$ cat config.mk
export PLATFORM = sky130hd
export DESIGN_NAME = bhd_ctrl
export DESIGN_NICKNAME = d
export VERILOG_FILES = /design/src/hw/rtl/bhd_pkg.sv /design/src/hw/rtl/bhd_ctrl.sv
export SDC_FILE = /design/constraint.sdc
export NUM_CORES = 1
export LEC_CHECK = 0
export BUFFER_PORTS_ARGS = -buffer_cell sky130_fd_sc_hd__buf_2
export CAP_MARGIN = 20
export CORE_MARGIN = 4
export CORE_UTILIZATION = 45
export DETAILED_ROUTE_END_ITERATION = 10
export PLACE_DENSITY_LB_ADDON = 0.05
export SYNTH_ARGS = -nofsm -noshare
export SYNTH_HDL_FRONTEND = slang
export SYNTH_SLANG_ARGS = --single-unit
$ cat constraint.sdc
create_clock -name clk -period 1.9 [get_ports clk]
set_input_delay 0.19 -clock clk [delete_from_list [all_inputs] [get_ports clk]]
set_output_delay 0.19 -clock clk [all_outputs]
set_load 0.01 [all_outputs]
$ cat src/hw/rtl/bhd_pkg.sv
// ----------------------------------------------------------------------------
// BFS hop distance engine package
// Opcodes, status codes, register indexes and the control structs that join
// the controller to the datapath.
// ----------------------------------------------------------------------------
`timescale 1ns / 1ps
`default_nettype none

package bhd_pkg;

	localparam int VERTEX_W = 8;
	localparam int HOP_W    = 8;

	localparam logic [1:0] OP_ADD_EDGE = 2'd0;
	localparam logic [1:0] OP_RUN      = 2'd1;
	localparam logic [1:0] OP_READ     = 2'd2;

	localparam logic [1:0] ST_OK    = 2'd0;
	localparam logic [1:0] ST_FULL  = 2'd1;
	localparam logic [1:0] ST_RANGE = 2'd2;

	localparam logic [1:0] CFG_NUM_VERTICES = 2'd0;
	localparam logic [1:0] CFG_START_VERTEX = 2'd1;

	localparam logic [2:0] RES_ZERO  = 3'd0;
	localparam logic [2:0] RES_FULL  = 3'd1;
	localparam logic [2:0] RES_RANGE = 3'd2;
	localparam logic [2:0] RES_READ  = 3'd3;
	localparam logic [2:0] RES_RUN   = 3'd4;

	typedef struct packed {
		logic       in_ready;
		logic       sweep_head;
		logic       sweep_mark;
		logic       add_rd_head;
		logic       add_commit;
		logic       rd_mark_src;
		logic       seed;
		logic       pop;
		logic       fetch_vertex;
		logic       load_list;
		logic       edge_rd;
		logic       edge_take;
		logic       mark_rd_nx;
		logic       visit;
		logic       out_load;
		logic [2:0] res_sel;
	} cmd_t;

	typedef struct packed {
		logic [1:0] op;
		logic       src_ok;
		logic       dst_ok;
		logic       start_ok;
		logic       full;
		logic       sweep_last;
		logic       q_more;
		logic       e_more;
		logic       nx_ok;
		logic       nx_marked;
		logic       out_free;
	} sts_t;

endpackage

`default_nettype wire

$ cat src/hw/rtl/bhd_ctrl.sv
// ----------------------------------------------------------------------------
// BFS hop distance controller
// Sequences edge insertion, the search walk and distance reads.
// ----------------------------------------------------------------------------
`timescale 1ns / 1ps
`default_nettype none

module bhd_ctrl (
	input  wire logic          clk,
	input  wire logic          arst_n,
	input  wire logic          req_valid,
	input  wire bhd_pkg::sts_t sts,
	output bhd_pkg::cmd_t      cmd
);

	localparam logic [3:0] S_INIT = 4'd0;
	localparam logic [3:0] S_IDLE = 4'd1;
	localparam logic [3:0] S_DISP = 4'd2;
	localparam logic [3:0] S_ADD  = 4'd3;
	localparam logic [3:0] S_CLR  = 4'd4;
	localparam logic [3:0] S_SEED = 4'd5;
	localparam logic [3:0] S_POP  = 4'd6;
	localparam logic [3:0] S_QW   = 4'd7;
	localparam logic [3:0] S_HW   = 4'd8;
	localparam logic [3:0] S_EC   = 4'd9;
	localparam logic [3:0] S_EW   = 4'd10;
	localparam logic [3:0] S_MW   = 4'd11;
	localparam logic [3:0] S_DONE = 4'd12;

	logic [3:0] state_q, state_d;
	logic [2:0] res_q, res_d;

	always_ff @(posedge clk or negedge arst_n) begin
		if (!arst_n) begin
			state_q <= S_INIT;
			res_q   <= bhd_pkg::RES_ZERO;
		end else begin
			state_q <= state_d;
			res_q   <= res_d;
		end
	end

	always_comb begin
		cmd     = '0;
		state_d = state_q;
		res_d   = res_q;
		cmd.res_sel = res_q;
		case (state_q)
			S_INIT: begin
				cmd.sweep_head = 1'b1;
				cmd.sweep_mark = 1'b1;
				if (sts.sweep_last) begin
					state_d = S_IDLE;
				end
			end
			S_IDLE: begin
				cmd.in_ready = 1'b1;
				if (req_valid) begin
					state_d = S_DISP;
				end
			end
			S_DISP: begin
				state_d = S_DONE;
				case (sts.op)
					bhd_pkg::OP_ADD_EDGE: begin
						if (!sts.src_ok || !sts.dst_ok) begin
							res_d = bhd_pkg::RES_RANGE;
						end else if (sts.full) begin
							res_d = bhd_pkg::RES_FULL;
						end else begin
							cmd.add_rd_head = 1'b1;
							state_d = S_ADD;
						end
					end
					bhd_pkg::OP_RUN: begin
						state_d = S_CLR;
					end
					bhd_pkg::OP_READ: begin
						if (!sts.src_ok) begin
							res_d = bhd_pkg::RES_RANGE;
						end else begin
							cmd.rd_mark_src = 1'b1;
							res_d = bhd_pkg::RES_READ;
						end
					end
					default: begin
						res_d = bhd_pkg::RES_ZERO;
					end
				endcase
			end
			S_ADD: begin
				cmd.add_commit = 1'b1;
				res_d   = bhd_pkg::RES_ZERO;
				state_d = S_DONE;
			end
			S_CLR: begin
				cmd.sweep_mark = 1'b1;
				if (sts.sweep_last) begin
					if (sts.start_ok) begin
						state_d = S_SEED;
					end else begin
						res_d   = bhd_pkg::RES_RANGE;
						state_d = S_DONE;
					end
				end
			end
			S_SEED: begin
				cmd.seed = 1'b1;
				state_d  = S_POP;
			end
			S_POP: begin
				if (sts.q_more) begin
					cmd.pop = 1'b1;
					state_d = S_QW;
				end else begin
					res_d   = bhd_pkg::RES_RUN;
					state_d = S_DONE;
				end
			end
			S_QW: begin
				cmd.fetch_vertex = 1'b1;
				state_d = S_HW;
			end
			S_HW: begin
				cmd.load_list = 1'b1;
				state_d = S_EC;
			end
			S_EC: begin
				if (sts.e_more) begin
					cmd.edge_rd = 1'b1;
					state_d = S_EW;
				end else begin
					state_d = S_POP;
				end
			end
			S_EW: begin
				cmd.edge_take = 1'b1;
				if (sts.nx_ok) begin
					cmd.mark_rd_nx = 1'b1;
					state_d = S_MW;
				end else begin
					state_d = S_EC;
				end
			end
			S_MW: begin
				cmd.visit = !sts.nx_marked;
				state_d = S_EC;
			end
			S_DONE: begin
				if (sts.out_free) begin
					cmd.out_load = 1'b1;
					state_d = S_IDLE;
				end
			end
			default: begin
				state_d = S_IDLE;
			end
		endcase
	end

endmodule

`default_nettype wire

* Word level (Yosys, flattened, before mapping) *
Index checks and enable logic that the tools add are counted.

storage, ports and cells
  register bits after elaboration = 7
  input port bits = 15
  word-level logic and storage cells = 78

operators by class
  equal/unequal tests = 22
  muxes and demuxes = 43
  reduce and logical (&&, ||, !) cells = 11

operator list
  cell                  number
  $pmux W4 S12          1
  $mux W4               9
  $mux W1               23
  $eq A4 B4 Y1 const B  5
  $eq A4 B3 Y1 const B  4
  $mux W3               5
  $ne A2 B2 Y1 const B  7
  $pmux W3 S4           1
  $pmux W3 S3           1
  $eq A4 B2 Y1 const B  2
  $pmux W4 S2           1
  $reduce_and A6 Y1     1
  $eq A4 B1 Y1 const B  1
  $logic_not A4 Y1      1
  $mux W2               2
  $ne A4 B4 Y1 const B  1
  $reduce_and A4 Y1     1
  $reduce_bool A4 Y1    1
  $reduce_or A2 Y1      2
  $logic_not A1 Y1      3
  $eq A2 B1 Y1 const B  1
  $eq A2 B2 Y1 const B  1
  $logic_not A2 Y1      1
  $logic_or A1 B1 Y1    1

* Longest topological paths before layout *
  depth in word-level cells = 5
  depth in mapped cells = 6
  depth with buffers taken out = 5

* Worst setup path before layout *
No wires, ideal clock.

  path kind = register to register
  start = register state_q[0]
  end = register res_q[2]
  setup time = 128 ps
  arrival = 1,369 ps
  path slack = 404 ps
  stages on the path, launching flop included = 5
  path buffers = 1
  clock period less this slack = 1,496 ps
  cells stage by stage = dfrtp_1 buf_6 a211o_1 a211oi_4 mux2_1

on the way
  longest elaborated chain between the ends = 3
  elaborated cells between the ends (all ways) = 12

RTL lines
  what                                            line            source
  start, declared                                 bhd_ctrl.sv:30  logic [3:0] state_q, state_d;
  start signal, assigned                          bhd_ctrl.sv:38  state_q <= state_d;
  $eq A4 B2 Y1 or $eq A4 B3 Y1 (tied branches)    bhd_ctrl.sv:48  case (state_q)
  $ne A4 B4 Y1 (no line) (tied with other cells)  --
  $reduce_and A6 Y1 (no line)                     --
  end signal, assigned                            bhd_ctrl.sv:36  res_q <= bhd_pkg::RES_ZERO;
  end signal, assigned                            bhd_ctrl.sv:39  res_q <= res_d;
  end, declared                                   bhd_ctrl.sv:31  logic [2:0] res_q, res_d;

Parallel ways exist; a longest one is shown, timed or not.
A chain may end at the register's enable or synchronous reset.

* Final worst setup path *
  start = register state_q[2]
  end = register res_q[2]

The elaborated chain is that of the path after synthesis.

==> out/summary.txt <==
outcome = completed
relative slew slack = 0.7232
dpl cell area = 917.1 sq um
met2 Use GR = 0.3099
Synth Instances = 92
final setup TNS = 0 ps
share of flip-flops with an asynchronous set or reset = 1.000
row cnt = 14
final WL = 1.930 mm
area of the mapped netlist = 725.7 sq um
die width = 48.16 microns
area share of the largest cell type after synthesis = 0.2414
n_diodes = 0
Crit path max-delay family = compound AO/OA/AOI/OAI gates
Setup-failing EPs final = 0
Tmin final = 1781 ps
FF+latch count, synth = 7
crit end category = register
TritonCTS Sinks = 7
main combinational cell family by area after synthesis = simple AND/OR/NAND/NOR gates
ys flop type = dfrtp_1
CP Cell Sequence = a21oi_1, a211o_1, a211oi_4, mux2_1
fraction of layout cells with a size suffix above 1 = 0.3769
hold path cells = 4
fillers = 141
GR Overflow Total = 0
Post-Syn Nets = 107
Worst path slowest cell = dfrtp_1
post-synthesis mux area share = 0.07241
fmax = 0.5614 GHz
global-route wire length before repair = 3.042 mm
pin count of the biggest net entering global routing = 15
Synth Area in Adders = 0
complex-gate fraction of the synthesized area = 0.2414
max-slew violations = 0
critical register-to-register path endpoint = res_q[2]$_DFFE_PN0P_
Post-Synth XOR/XNOR Area = 0
distinct cell type count after synthesis = 36
P_int = 0.0006852 W
Syn-to-layout area delta = 32.76%
Core Box Area = 0.001506 sq mm
RePlAce Congestion = 0.8006
initial DRC count = 12
drt pass-1 iters = 4
clock skew = 8.367 ps
fin nets = 146
Sw Share = 0.4642
total CTS buffers = 3
met1 Use GR = 0.2444
number of buffers added for setup after CTS = 0
reg-to-reg slack, setup = 120 ps
vias in the first global route = 709
critical hold path startpoint = sts[10]
RSZ-0062 raised after global routing = no
DIE AREA = 0.002319 sq mm
Clock Latency Late Sink = 260 ps
critical path data required time = 2030 ps
via count = 817
Root Driver = clkbuf_4
GR peak layer = met2
Post-route DRC = 0
YS warnings = 0
Worst Hold Class = in2reg
die span in y = 48.16 microns
WL per Instance = 13.22 microns
slowest stage delay, CP = 590 ps
Worst-path clk slew = 50 ps
R2R Path Start = state_q[2]$_DFFE_PN0P_
FF+latch area = 176.4 sq um
Area contributors post-synth = dfrtp_1, nor2_1, mux2i_1, nor3_1, inv_1
post-DP HPWL = 1.624 mm
met3 Usage GRT = 0.06642
CTS H-tree lvls = 1
# IOs = 33
Starting Density = 0.4817
Port Buf Inserts = 32
final core area utilization = 0.6395
Seq pwr share = 0.235
Hold Path Sink = res_q[0]$_DFFE_PN0P_
startpoint types = register
cells on worst reg2reg path = 4
Multi-input gate area = 499.2 sq um
syn avg cell area = 7.888 sq um
Place WS = 166.2 ps
post-synthesis sequential area ratio = 0.2414
CTS max path bufs = 2
Worst EP arrival = 1910 ps
overall power consumption = 0.001279 W
CP Max Fanout = 14
Buf/Inv on CP = 0
Pleak = 0.4872 nW
Yosys top cell by area = dfrtp_1
Final WS setup = 118.7 ps
Hold Violations, Final = 0
TritonCTS clock tree = done
Final period util = 0.9375
Gate power share = 0.659
Post-Synth Simple-Gate Area = 0.3621
Clk pwr share = 0.106
Max rail drop VDD = 806.2 uV
Final ANT Viol Nets = 0
Slew @ Worst Pin = 410.9 ps
kind of critical path = reg2reg
initial antenna violation count = 0
Post-synth EDFFs = 0
NetSw = 0.0005937 W
Max-cap violations = 0
final instance area = 963.4 sq um
power per cell area = 1328 mW/mm^2
aggregate global-route resource usage = 0.1901
Via-to-Cell Ratio = 5.596
==> cell families after synthesis <==
group / after synthesis
DFF: 7
muxes: 5
buffers and inverters: 12
and+or+nand+nor: 45
AOI/OAI and AO/OA: 23
==> area by class of cell <==
class / instances / share of cell area
multi-input cells: 73 / 0.5182
flip-flops and latches: 7 / 0.1831
repair buffers: 39 / 0.2234
inverters: 7 / 0.02727
well taps: 16 / 0.02078
clock buffers: 4 / 0.02727
==> power groups by stage <==
| stage | Combinational (W) | Clock [W] | Sequential (W) |
|---|---|---|---|
| 2_1_floorplan | 0.000621 | 0 | 0.000263 |
| 3_3_place_gp | 0.000823 | 0 | 0.000297 |
| 3_5_place_dp | 0.000834 | 0 | 0.000298 |
| 4_1_cts | 0.000836 | 0.000140 | 0.000298 |
| 5_1_grt | 0.000944 | 0.000153 | 0.000316 |
| 6_report | 0.000843 | 0.000136 | 0.000301 |
==> layer usage <==
metal	share of wire	routed length, microns
met1	0.43	836
met2	0.50	958
met5	0	0
met3	0.065	126
met4	0.0047	9
==> cells in the mapped netlist, types with 3 or more instances <==
cell type,instances
a211o_1,3
nor2b_1,4
o21ai_0,3
nand2_1,6
mux2i_1,3
nor3_1,6
buf_2,3
nor2_1,11
a21oi_1,4
nand2b_1,3
inv_1,7
dfrtp_1,7
and3_1,4
==> worst reg2reg max path, cell delays in order, from the launching register on <==
cell	delay (ps)
dfrtp_1	590
a21oi_1	120
a211o_1	310
a211oi_4	260
mux2_1	370
==> state kept, by name (all words and copies together), names as in the netlist <==
register / cells
state_q: 4
res_q: 3
==> stage by stage <==
stage,hold WS [ps],cells
6_report,274.3,146
5_1_grt,291.6,146
4_1_cts,276.6,146
3_5_place_dp,30.06,141
3_3_place_gp,26.46,141
2_1_floorplan,-105.6,92
==> worst max-delay path by stage <==
stage	startpoint	end	cells past startpoint
after floorplan	state_q[0]$_DFFE_PN0P_	res_q[2]$_DFFE_PN0P_	4
after global placement	state_q[2]$_DFFE_PN0P_	res_q[2]$_DFFE_PN0P_	4
after detailed placement	state_q[2]$_DFFE_PN0P_	res_q[2]$_DFFE_PN0P_	4
after CTS	state_q[1]$_DFFE_PN0P_	cmd[14]	5
after global routing	state_q[0]$_DFFE_PN0P_	cmd[4]	5
final	state_q[2]$_DFFE_PN0P_	res_q[2]$_DFFE_PN0P_	4
==> timing repair <==
action	in CTS	in global routing
hold buffers	1	0
hold endpoints to repair	7	0
gates resized for setup	0	2
endpoints found under the setup margin	0	2
==> cells in the final DEF, fill, tap and decap left out, types with 4 or more instances in the layout <==
master and instances:
dfrtp_1 6, nand2_1 6, nor3_1 6, and3_1 4, a21oi_1 4, buf_4 6
inv_1 7, buf_2 32, nor2_1 11, nor2b_1 4
Note: power is estimated with default switching activity, not from simulation.
